### config.mk
export PLATFORM = sky130hd
export DESIGN_NAME = slp_packet_deframer_top
export DESIGN_NICKNAME = d
export VERILOG_FILES = /design/src/hw/rtl/slp_pkg.sv /design/src/hw/rtl/slp_crc16.sv /design/src/hw/rtl/slp_packet_deframer_top.sv
export SDC_FILE = /design/constraint.sdc
export NUM_CORES = 1
export LEC_CHECK = 0
export BUFFER_PORTS_ARGS = -buffer_cell sky130_fd_sc_hd__buf_2
export CORE_ASPECT_RATIO = 0.9
export CORE_MARGIN = 5
export CORE_UTILIZATION = 59
export DETAILED_ROUTE_END_ITERATION = 10
export PLACE_DENSITY = 0.87
export SYNTH_ARGS = -nofsm -noshare
export SYNTH_HDL_FRONTEND = slang
export SYNTH_SLANG_ARGS = --single-unit
### constraint.sdc
create_clock -name clock -period 4 [get_ports clock]
set_input_delay 0 -clock clock [delete_from_list [all_inputs] [get_ports clock]]
set_output_delay 0 -clock clock [all_outputs]
set_load 0.005 [all_outputs]
### src/hw/rtl/slp_pkg.sv
// Package with the deframer's shared constants and codes.
package slp_pkg;
   localparam logic [7:0] PRE_0 = 8'hbe;
   localparam logic [7:0] PRE_1 = 8'hef;
   localparam logic [7:0] PRE_2 = 8'hed;
   localparam logic [15:0] CRC_POLY = 16'h1021;

   localparam logic [1:0] PH_HUNT = 2'd0;
   localparam logic [1:0] PH_HEAD = 2'd1;
   localparam logic [1:0] PH_BODY = 2'd2;
   localparam logic [1:0] PH_CRC  = 2'd3;

   localparam logic [3:0] POS_DEST   = 4'd3;
   localparam logic [3:0] POS_SRC    = 4'd4;
   localparam logic [3:0] POS_TYPE   = 4'd5;
   localparam logic [3:0] POS_SIZE_H = 4'd6;
   localparam logic [3:0] POS_SIZE_L = 4'd7;
   localparam logic [3:0] POS_XID    = 4'd8;
   localparam logic [3:0] POS_SUM    = 4'd9;

   localparam logic REG_LOCAL_PORT     = 1'b0;
   localparam logic REG_LOCAL_PROTOCOL = 1'b1;

   localparam logic KIND_DATA = 1'b0;
   localparam logic KIND_END  = 1'b1;

   function automatic logic [7:0] preamble_byte(input logic [1:0] idx);
      logic [7:0] val;
      case (idx)
         2'd0: val = PRE_0;
         2'd1: val = PRE_1;
         default: val = PRE_2;
      endcase
      return val;
   endfunction
endpackage

### src/hw/rtl/slp_crc16.sv
// One byte step of the CRC-16 with polynomial 0x1021, MSB first.
module slp_crc16 (
   input  logic [15:0] crc_in_val,
   input  logic [7:0]  data,
   output logic [15:0] crc_out_val
);
   always_comb begin
      logic [15:0] c;
      c = crc_in_val ^ {data, 8'h00};
      for (int k = 0; k < 8; k++) begin
         if (c[15]) begin
            c = {c[14:0], 1'b0} ^ slp_pkg::CRC_POLY;
         end else begin
            c = {c[14:0], 1'b0};
         end
      end
      crc_out_val = c;
   end
endmodule

### src/hw/rtl/slp_packet_deframer_top.sv
// Top level of the serial link packet deframer.
// The req channel carries one received link byte per beat. The block hunts
// for the preamble, parses and checks the ten-byte header, and for packets
// whose type and destination match the csr registers it sends each body byte
// as a data beat on the rsp channel, followed by an end beat that carries the
// CRC-16 check result. Packets for other ports or protocols produce no beats.
// Every rsp beat also carries the source, type, transaction id and length.
// Each byte is processed in the cycle it is accepted, and its beat, if any,
// appears in the output register on the next cycle. One byte can be accepted
// every cycle while req_stall is low. req_stall is raised only while the
// output register holds a beat and rsp_stall is high, so a stalled receiver
// holds the input back with no loss. The csr registers are written through
// csr_we, csr_index and csr_wdata and should be changed only while idle.
// Synchronous reset clears the registers, returns the parser to the preamble
// hunt and empties the output register.
module slp_packet_deframer_top (
   input  logic        clock,
   input  logic        reset,
   input  logic        req_valid,
   output logic        req_stall,
   input  logic [7:0]  req_rx_byte,
   output logic        rsp_valid,
   input  logic        rsp_stall,
   output logic        rsp_kind,
   output logic [7:0]  rsp_data_byte,
   output logic        rsp_crc_ok,
   output logic [7:0]  rsp_source_port,
   output logic [7:0]  rsp_packet_type,
   output logic [7:0]  rsp_transaction_id,
   output logic [15:0] rsp_body_length,
   input  logic        csr_we,
   input  logic        csr_index,
   input  logic [7:0]  csr_wdata
);
   logic [7:0]  local_port_ff, local_protocol_ff;
   logic [1:0]  phase_ff, phase_in;
   logic [3:0]  pos_ff, pos_in;
   logic [7:0]  dest_ff, dest_in, src_ff, src_in, type_ff, type_in, xid_ff, xid_in;
   logic [15:0] size_ff, size_in, remain_ff, remain_in, crc_ff, crc_in;
   logic [7:0]  sum_ff, sum_in;
   logic        ignore_ff, ignore_in;

   logic        rsp_valid_ff;
   logic        kind_ff, kind_in, ok_ff, ok_in;
   logic [7:0]  data_ff, data_in;
   logic        rsp_load;

   logic        accept;
   logic [1:0]  hunt_idx;
   logic [15:0] crc_seed, crc_next;
   logic [7:0]  b;

   assign req_stall = rsp_valid_ff & rsp_stall;
   assign accept    = req_valid & ~req_stall;
   assign b         = req_rx_byte;
   assign hunt_idx  = (pos_ff > 4'd2) ? 2'd0 : pos_ff[1:0];
   assign crc_seed  = (phase_ff == slp_pkg::PH_HUNT && hunt_idx == 2'd0) ? 16'h0000 : crc_ff;

   slp_crc16 u_crc (
      .crc_in_val  (crc_seed),
      .data        (b),
      .crc_out_val (crc_next)
   );

   always_comb begin
      phase_in  = phase_ff;
      pos_in    = pos_ff;
      dest_in   = dest_ff;
      src_in    = src_ff;
      type_in   = type_ff;
      xid_in    = xid_ff;
      size_in   = size_ff;
      remain_in = remain_ff;
      crc_in    = crc_ff;
      sum_in    = sum_ff;
      ignore_in = ignore_ff;
      rsp_load  = 1'b0;
      kind_in   = slp_pkg::KIND_DATA;
      data_in   = 8'h00;
      ok_in     = 1'b0;
      if (accept) begin
         case (phase_ff)
            slp_pkg::PH_HUNT: begin
               if (b == slp_pkg::preamble_byte(hunt_idx)) begin
                  sum_in = ((hunt_idx == 2'd0) ? 8'h00 : sum_ff) + b;
                  crc_in = crc_next;
                  pos_in = {2'b00, hunt_idx} + 4'd1;
                  if (hunt_idx == 2'd2) begin
                     phase_in = slp_pkg::PH_HEAD;
                  end
               end else begin
                  pos_in = 4'd0;
               end
            end
            slp_pkg::PH_HEAD: begin
               crc_in = crc_next;
               if (pos_ff < slp_pkg::POS_SUM) begin
                  sum_in = sum_ff + b;
                  pos_in = pos_ff + 4'd1;
               end
               case (pos_ff)
                  slp_pkg::POS_DEST:   dest_in = b;
                  slp_pkg::POS_SRC:    src_in = b;
                  slp_pkg::POS_TYPE:   type_in = b;
                  slp_pkg::POS_SIZE_H: size_in = {b, size_ff[7:0]};
                  slp_pkg::POS_SIZE_L: size_in = {size_ff[15:8], b};
                  slp_pkg::POS_XID:    xid_in = b;
                  default: begin
                     pos_in = 4'd0;
                     if (b != sum_ff) begin
                        phase_in = slp_pkg::PH_HUNT;
                     end else begin
                        ignore_in = !(type_ff == local_protocol_ff && dest_ff == local_port_ff);
                        remain_in = size_ff;
                        phase_in  = (size_ff != 16'h0000) ? slp_pkg::PH_BODY : slp_pkg::PH_CRC;
                     end
                  end
               endcase
            end
            slp_pkg::PH_BODY: begin
               crc_in    = crc_next;
               remain_in = remain_ff - 16'd1;
               if (remain_ff == 16'd1) begin
                  phase_in = slp_pkg::PH_CRC;
                  pos_in   = 4'd0;
               end
               if (!ignore_ff) begin
                  rsp_load = 1'b1;
                  kind_in  = slp_pkg::KIND_DATA;
                  data_in  = b;
               end
            end
            default: begin
               crc_in = crc_next;
               pos_in = pos_ff + 4'd1;
               if (pos_ff != 4'd0) begin
                  phase_in = slp_pkg::PH_HUNT;
                  pos_in   = 4'd0;
                  if (!ignore_ff) begin
                     rsp_load = 1'b1;
                     kind_in  = slp_pkg::KIND_END;
                     ok_in    = (crc_next == 16'h0000);
                  end
               end
            end
         endcase
      end
   end

   always_ff @(posedge clock) begin
      if (reset) begin
         local_port_ff     <= 8'h00;
         local_protocol_ff <= 8'h00;
         phase_ff          <= slp_pkg::PH_HUNT;
         pos_ff            <= 4'd0;
         dest_ff           <= 8'h00;
         src_ff            <= 8'h00;
         type_ff           <= 8'h00;
         xid_ff            <= 8'h00;
         size_ff           <= 16'h0000;
         remain_ff         <= 16'h0000;
         crc_ff            <= 16'h0000;
         sum_ff            <= 8'h00;
         ignore_ff         <= 1'b0;
         rsp_valid_ff      <= 1'b0;
      end else begin
         if (csr_we && csr_index == slp_pkg::REG_LOCAL_PORT) begin
            local_port_ff <= csr_wdata;
         end
         if (csr_we && csr_index == slp_pkg::REG_LOCAL_PROTOCOL) begin
            local_protocol_ff <= csr_wdata;
         end
         phase_ff  <= phase_in;
         pos_ff    <= pos_in;
         dest_ff   <= dest_in;
         src_ff    <= src_in;
         type_ff   <= type_in;
         xid_ff    <= xid_in;
         size_ff   <= size_in;
         remain_ff <= remain_in;
         crc_ff    <= crc_in;
         sum_ff    <= sum_in;
         ignore_ff <= ignore_in;
         if (rsp_load) begin
            rsp_valid_ff <= 1'b1;
         end else if (!rsp_stall) begin
            rsp_valid_ff <= 1'b0;
         end
      end
   end

   always_ff @(posedge clock) begin
      if (rsp_load) begin
         kind_ff <= kind_in;
         data_ff <= data_in;
         ok_ff   <= ok_in;
      end
   end

   assign rsp_valid          = rsp_valid_ff;
   assign rsp_kind           = kind_ff;
   assign rsp_data_byte      = data_ff;
   assign rsp_crc_ok         = ok_ff;
   assign rsp_source_port    = src_ff;
   assign rsp_packet_type    = type_ff;
   assign rsp_transaction_id = xid_ff;
   assign rsp_body_length    = size_ff;
endmodule

==> impl_summary.log, run 1 <==
[metrics] sum of negative setup slack: 0 ns
[metrics] final total power: 3.056 mW
[metrics] portion of total power attributed to the clock network: 53.3%
[metrics] total core area: 10,770 um2
[metrics] synthesized net count: 788
[metrics] IO buf count: 73
[metrics] mux cell area share after synthesis: 9.235%
[metrics] total count of max-transition violations in the final report: 0
[metrics] largest cells by area after synthesis: dfxtp_1 35%, mux2i_1 8.4%, xor2_1 6.1%
[metrics] Seq pwr share: 40.8%
[metrics] unrepaired setup endpoints after global routing: false
[metrics] utilization after layout: 71.09%
[metrics] delay contributed by the slowest stage of the critical path: 0.42 ns
[metrics] initial DRC count: 486
[metrics] pin count of the biggest net entering global routing: 87
[metrics] antenna violations before repair: 0
[metrics] static leakage: 3.522 nW
[metrics] Synth area leader: dfxtp_1
[metrics] combinational cell fraction of total power: 6.0%
[metrics] Area growth, synth to finish: 18.43%
[metrics] TritonCTS buffer count: 17
[metrics] final worst-path cycle share: 90.95%
[metrics] summed instance area of the synthesized netlist: 6462 um2
[metrics] Worst EP required: 4.34 ns
[metrics] placer congestion estimate: 0.8603
[metrics] adder and majority cell fraction of the synthesized area: 4.376%
[metrics] area share of xor/xnor cells in the synthesized design: 8.267%
[metrics] share of post-route cells with drive strength above 1: 15.78%
[metrics] proportion of netlist area held by the largest area contributor: 34.70%
[metrics] simple-gate share of the synthesized area: 21.14%
[metrics] Fin. Hold Viols: 0
[metrics] transition time at the pin with the least slew margin: 0.9816 ns
[metrics] ordered cell list for the critical path: inv_1 > ha_1 > o211ai_1 > ha_1 > nand2_1 > and2_1 > ha_1 > inv_1 > fa_1 > nor2b_1 > o31a_1 > o21a_1 > o21ai_0 > or3b_1 > a21oi_1
[metrics] initial core utilization: 60.03%
[metrics] Internal Power: 2.358 mW
[metrics] startpoint class of the critical path: register
[metrics] insertion delay of the later-clocked pin in the worst-skew pair: 0.42 ns
[metrics] Slew headroom: 34.56%
[metrics] cell at the slowest stage of the critical path: dfxtp_1
[metrics] syn avg cell area: 8.686 um2
[metrics] Compound-Gate Fraction of Synth Area: 13.34%
[metrics] total net switching power: 698.2 uW
[metrics] # setup viols final: 0
[metrics] Worst Skew: 0.01215 ns
[metrics] list of most frequent post-synthesis cells: 112 x dfxtp_1, 95 x nor2_1, 59 x nand2_1, 56 x a21oi_1, 54 x mux2i_1
[metrics] detail-routed via count per cell: 6.053
[metrics] max-cap check violation count: 0
[metrics] maximum clock frequency: 0.2749 GHz
[metrics] maximum fanout encountered on the critical timing path: 9
[metrics] path category of the worst min-delay check: input port to register
[metrics] clock slew seen by the registers of the worst setup and hold paths: 0.06 ns
[metrics] remaining antenna violation count after routing: 0
[metrics] DR WL/cell: 18.05 um
[metrics] number of top-level design ports: 74
[metrics] length of the first detailed-routing pass in iterations: 6
[metrics] H-tree depth reported by CTS: 4
[metrics] origin of the worst setup path: pos_ff[0]
[metrics] global-route wire length before repair: 27.94 mm
[metrics] hold buffer count at CTS: 16
[metrics] count of yosys warnings during synthesis: 0
[metrics] FP Rows: 36
[metrics] post-CTS setup buffer count: 0
[metrics] post-synthesis async set-or-reset flop share: 0%
[metrics] CP Capture Type: register
[metrics] dominant synthesized flop cell: dfxtp_1
[metrics] clock period minus final worst setup slack: 3.638 ns
[metrics] residual DRC count: 0
[metrics] Congestion Overflow GR: 0
[metrics] number of antenna cells inserted: 0
[metrics] count of state elements after synthesis: 122
[metrics] die extent in y: 109.3 um
[metrics] number of cells after detailed placement: 909
[metrics] number of inserted filler cells in the final layout: 757
[metrics] largest family of logic cells by synthesized area: simple AND/OR/NAND/NOR gates
[metrics] share of the yosys chip area belonging to registers: 39.34%
[metrics] width of the die: 120.3 um
[metrics] Total Routing Usage GR: 26.88%
[metrics] quantity of gates resized following cts: 0
[metrics] worst supply voltage drop on vdd: 0.2917 mV
[metrics] Post-synth EDFFs: 10
[metrics] Crit path buffers/inverters: 2
[metrics] HPWL after detailed placement: 11.01 mm
[metrics] count of different cell masters after synthesis: 70
[metrics] nets@finish: 855
[metrics] CTS sink cnt: 122
[metrics] pwr dens: 399.3 nW/um2
[metrics] fraction of power spent switching nets: 22.85%
[metrics] count of vias placed by the detailed router: 5,793
[metrics] worst setup path class: register to register
[metrics] overall die area: 13,150 um2
[metrics] most repeated cell in the gate-level netlist after synthesis: dfxtp_1
[metrics] CP top delay family: compound AO/OA/AOI/OAI gates
[metrics] master cell of the clock root buffer: clkbuf_16
[metrics] final cell count without fillers: 957
[metrics] CTS tree: yes
[metrics] number of cells produced by synthesis: 744
[metrics] vias in the first global route: 5,792
[metrics] Detailed Route WL: 17.28 mm
[metrics] arrival time reported for the critical path endpoint: 3.98 ns
[metrics] dominant cell type by count on the critical path: ha_1
[metrics] Max Root-Sink Buffers: 2
[metrics] outcome: complete, no violations
[metrics] hold path startpoint: req_rx_byte[2]
[metrics] beginning of the worst register-to-register path: pos_ff[0]
==> logic make-up (layout without fill, tap and decap cells) <==
group / after synthesis / after routing
AND/OR/NAND/NOR: 277 / 277
AO/OA/AOI/OAI: 136 / 136
flip-flops: 122 / 122
buffers and inverters: 67 / 147
XOR/XNOR: 61 / 61
multiplexers: 59 / 59
adder cells (fa/ha/maj): 22 / 22
==> layout by cell type (no fill, tap or decap), types with 8 or more instances in the layout <==
cell type,count
clkbuf_16,18
ha_1,21
nor4_1,12
nor3_1,8
and3_1,10
nor2b_1,12
nand3_1,36
and2_1,11
a21oi_1,56
xnor2_1,16
nor2_1,95
inv_1,19
o21ai_0,26
dfxtp_1,112
xor2_1,45
buf_2,72
dlygate4sd3_1,16
mux2i_1,54
edfxtp_1,10
nand2_1,59
==> power groups by stage <==
stage	combinational, mW	sequential (mW)	clock (mW)
after floorplan	0.116	1.27	0
after global placement	0.157	1.27	0
after detailed placement	0.164	1.27	0
after CTS	0.179	1.25	1.64
after global routing	0.196	1.25	1.69
final	0.182	1.25	1.63
==> layer usage <==
layer,part of all wire (%),track usage [%]
met1,41,33.07
met4,3.0,13.03
met2,48,44.81
met3,7.9,6.276
met5,0,0
==> final timing paths <==
| check | endpoint | slack (ns) | depth (start not counted) |
|---|---|---|---|
| setup reg to reg | sum_ff[6] | 0.36 | 15 |
| hold reg to reg | rsp_source_port[2] | 0.46 | 2 |
| setup / recovery | sum_ff[6] | 0.36 | 15 |
| hold / removal | rsp_source_port[2] | 0.03 | 3 |
==> area by class of cell <==
| class | count | area [um2] | area share [%] |
|---|---|---|---|
| repair buffers | 95 | 573.1 | 7.487 |
| flip-flops and latches | 122 | 2542 | 33.22 |
| inverters | 20 | 75.07 | 0.9809 |
| clock inverters | 12 | 158.9 | 2.076 |
| well taps | 133 | 166.4 | 2.174 |
| clock buffers | 20 | 478.0 | 6.245 |
| multi-input cells | 555 | 3660 | 47.82 |
==> flip-flops by register name (all words and copies together), names as in the netlist, 2 cells and up <==
name and cells:
remain_ff 16, rsp_packet_type 8, local_protocol_ff 8, crc_ff 16
pos_ff 4, rsp_data_byte 8, sum_ff 8, dest_ff 8
local_port_ff 8, rsp_source_port 8, phase_ff 2, rsp_transaction_id 8
rsp_body_length 16
==> stage by stage <==
step                      worst slack, ns  area [um2]  hold WS, ns
after global placement             0.6910        6857       0.2531
after detailed placement           0.4208        6857       0.2637
final                              0.3621        7654      0.03160
after global routing               0.1176        7654      0.02991
after CTS                          0.3826        7654      0.01344
after floorplan                    0.9177        6462       0.1439
==> worst register-to-register path, cell delays in order, from the launching register on <==
cell	delay [ns]
dfxtp_1	0.42
inv_1	0.13
ha_1	0.30
o211ai_1	0.36
ha_1	0.30
nand2_1	0.19
and2_1	0.22
ha_1	0.19
inv_1	0.07
fa_1	0.22
nor2b_1	0.08
o31a_1	0.26
o21a_1	0.18
o21ai_0	0.14
or3b_1	0.36
a21oi_1	0.14
Power figures use the tool's default switching activity.
==> run 2: changes to the inputs <==
--- a/config.mk
+++ b/config.mk
@@ -11,6 +11,7 @@
 export CORE_UTILIZATION = 59
 export DETAILED_ROUTE_END_ITERATION = 10
 export PLACE_DENSITY = 0.87
+export REMOVE_ABC_BUFFERS = 1
 export SYNTH_ARGS = -nofsm -noshare
 export SYNTH_HDL_FRONTEND = slang
 export SYNTH_SLANG_ARGS = --single-unit
==> run 2 against run 1 <==
Net effect: register-to-register slack barely moved; fmax barely moved; sequential share of layout area rose by 0.37 points; clock power fell by 7%; flip-flop and latch count did not move; design area fell by 1.1%; global-route usage fell by 1.1 points; cell count fell by 0.42%; largest power group unchanged.
==> impl_summary.log, run 2 (synthesis gave the netlist of run 1 again) <==
[metrics] Detailed Route WL: 16.80 mm (-2.7%)
[metrics] worst supply voltage drop on vdd: 0.3071 mV (+5.3%)
[metrics] total core area: 10,770 um2 (unchanged)
[metrics] static leakage: 3.490 nW (-0.91%)
[metrics] pwr dens: 387.7 nW/um2 (-2.9%)
[metrics] CTS sink cnt: 122 (unchanged)
[metrics] max-cap check violation count: 0 (unchanged)
[metrics] global-route wire length before repair: 27.11 mm (-3.0%)
[metrics] highest-count cells in the layout ignoring fill and taps: 112 x dfxtp_1, 95 x nor2_1, 72 x buf_2
[metrics] vias in the first global route: 5,485 (-5.3%)
[metrics] number of inserted filler cells in the final layout: 782 (+3.3%)
[metrics] HPWL after detailed placement: 10.88 mm (-1.2%)
[metrics] Congestion Overflow GR: 0 (unchanged)
[metrics] Max Root-Sink Buffers: 2 (unchanged)
[metrics] H-tree depth reported by CTS: 4 (unchanged)
[metrics] placer congestion estimate: 0.9236 (+7.4%)
[metrics] width of the die: 120.3 um (unchanged)
[metrics] insertion delay of the later-clocked pin in the worst-skew pair: 0.42 ns (about the same)
[metrics] outcome: complete, no violations
[metrics] Slew headroom: 31.56% (-3.0 points)
[metrics] initial core utilization: 60.03% (unchanged)
[metrics] Post-Layout Inst Area: 7570 um2 (-1.1%)
[metrics] TritonCTS buffer count: 17 (unchanged)
[metrics] overall die area: 13,150 um2 (unchanged)
[metrics] number of top-level design ports: 74 (unchanged)
[metrics] Worst EP required: 4.34 ns (about the same)
[metrics] transition time at the pin with the least slew margin: 1.027 ns (+0.04501 ns)
[metrics] Worst Skew: 0.004550 ns (-0.007601 ns)
[metrics] detail-routed via count per cell: 6.020 (-0.55%)
[metrics] count of vias placed by the detailed router: 5,737 (-0.97%)
[metrics] sum of negative setup slack: 0 ns (unchanged)
[metrics] Fin. Hold Viols: 0 (unchanged)
[metrics] post-place instance area: 6849 um2 (-0.11%)
[metrics] total area of multi-input combinational cells: 3660 um2 (unchanged)
[metrics] setup slack after layout: 0.3597 ns (-0.002405 ns)
[metrics] maximum clock frequency: 0.2747 GHz (about the same)
[metrics] most common cell after layout, fill and taps aside: dfxtp_1
[metrics] FP Rows: 36 (unchanged)
[metrics] antenna violations before repair: 0 (unchanged)
[metrics] Total Routing Usage GR: 25.81% (-1.1 points)
[metrics] nets@finish: 851 (-0.47%)
[metrics] path category of the worst min-delay check: input port to register
[metrics] clock slew seen by the registers of the worst setup and hold paths: 0.06 ns (about the same)
[metrics] # setup viols final: 0 (unchanged)
[metrics] initial DRC count: 639 (+31%)
[metrics] area used by sequential logic in the layout: 2542 um2 (unchanged)
[metrics] total count of max-transition violations in the final report: 0 (unchanged)
[metrics] DR WL/cell: 17.63 um (-2.3%)
[metrics] Area growth, synth to finish: 17.13%
[metrics] worst setup path class: register to register
[metrics] arrival time reported for the critical path endpoint: 3.98 ns (about the same)
[metrics] length of the first detailed-routing pass in iterations: 8 (+2)
[metrics] master cell of the clock root buffer: clkbuf_16
[metrics] unrepaired setup endpoints after global routing: false
[metrics] CTS tree: yes
[metrics] startpoint class of the critical path: register
[metrics] residual DRC count: 0 (unchanged)
[metrics] setup slack after placement: 0.4865 ns (+0.06574 ns)
[metrics] CP Capture Type: register
[metrics] pin count of the biggest net entering global routing: 99 (+14%)
[metrics] number of antenna cells inserted: 0 (unchanged)
[metrics] remaining antenna violation count after routing: 0 (unchanged)
[metrics] maximum fanout encountered on the critical timing path: 9 (unchanged)
[metrics] IO buf count: 73 (unchanged)
[metrics] die extent in y: 109.3 um (unchanged)
[metrics] final total power: 2.935 mW (-4.0%)
[metrics] clock period minus final worst setup slack: 3.640 ns (+0.002405 ns)
[metrics] final worst-path cycle share: 91.01% (about the same)
[metrics] post-CTS setup buffer count: 0 (unchanged)
[metrics] share of post-route cells with drive strength above 1: 15.73% (-0.045 points)
run 2: cell types whose count changed in the layout (fill, tap and decap cells not counted):
cell,change
dlygate4sd3_1,-3
bufinv_16,-2
clkinv_4,+2
buf_4,-1
clkinv_2,+1
inv_6,-1
run 2: metrics by stage:
step	hold slack, ns	instances	util [%]
finish	0.01544	953	70.32
global route	0.02533	953	70.32
CTS	0.006337	953	70.32
detailed placement	0.2582	908	63.62
global placement	0.2485	908	63.62
floorplan	0.06907	697	-
run 2: area by class of cell:
cell class | count | area share (%)
clock buffers | 20 | 6.314
repair buffers | 91 | 7.074
well taps | 133 | 2.198
flip-flops and latches | 122 | 33.59
inverters | 20 | 0.9917
multi-input cells | 555 | 48.35
clock inverters | 12 | 1.488
run 2: per-layer routing:
layer | share of wire, % | vias to the layer above | GRT usage, % | routed length (um)
li1 | - | 2707 | - | -
met1 | 42 | 2729 | 33.39 | 7095
met2 | 48 | 261 | 43.00 | 8093
met3 | 7.8 | 40 | 5.394 | 1316
met4 | 1.8 | 0 | 9.466 | 297
met5 | 0 | - | 0 | 0
run 2: path summary, 6_finish.rpt:
kind / start / to / slack, ns / cells past startpoint
hold reg to reg: rsp_source_port[3] / rsp_source_port[3] / 0.46 / 2
hold / removal: req_rx_byte[0] / rsp_packet_type[0] / 0.02 / 3
setup / recovery: pos_ff[0] / sum_ff[6] / 0.36 / 15
setup reg to reg: pos_ff[0] / sum_ff[6] / 0.36 / 15
run 2: critical path, stage by stage (launching register included):
cell and delay (ns):
dfxtp_1 0.42, inv_1 0.13, ha_1 0.28, o211ai_1 0.34, ha_1 0.30, nand2_1 0.21, and2_1 0.23, ha_1 0.19
inv_1 0.07, fa_1 0.21, nor2b_1 0.08, o31a_1 0.26, o21a_1 0.19, o21ai_0 0.16, or3b_1 0.36, a21oi_1 0.14
run 2: power breakdown:
| part | switching, mW | internal [mW] | leakage [nW] |
|---|---|---|---|
| combinational | 0.114 | 0.0623 | 2.19 |
| clock | 0.584 | 0.928 | 0.284 |
| sequential | 0.00748 | 1.24 | 1.01 |
run 2: repair_timing:
item	in CTS	in global routing
hold endpoints to repair	19	0
hold buffers	13	0
resized for setup	0	0
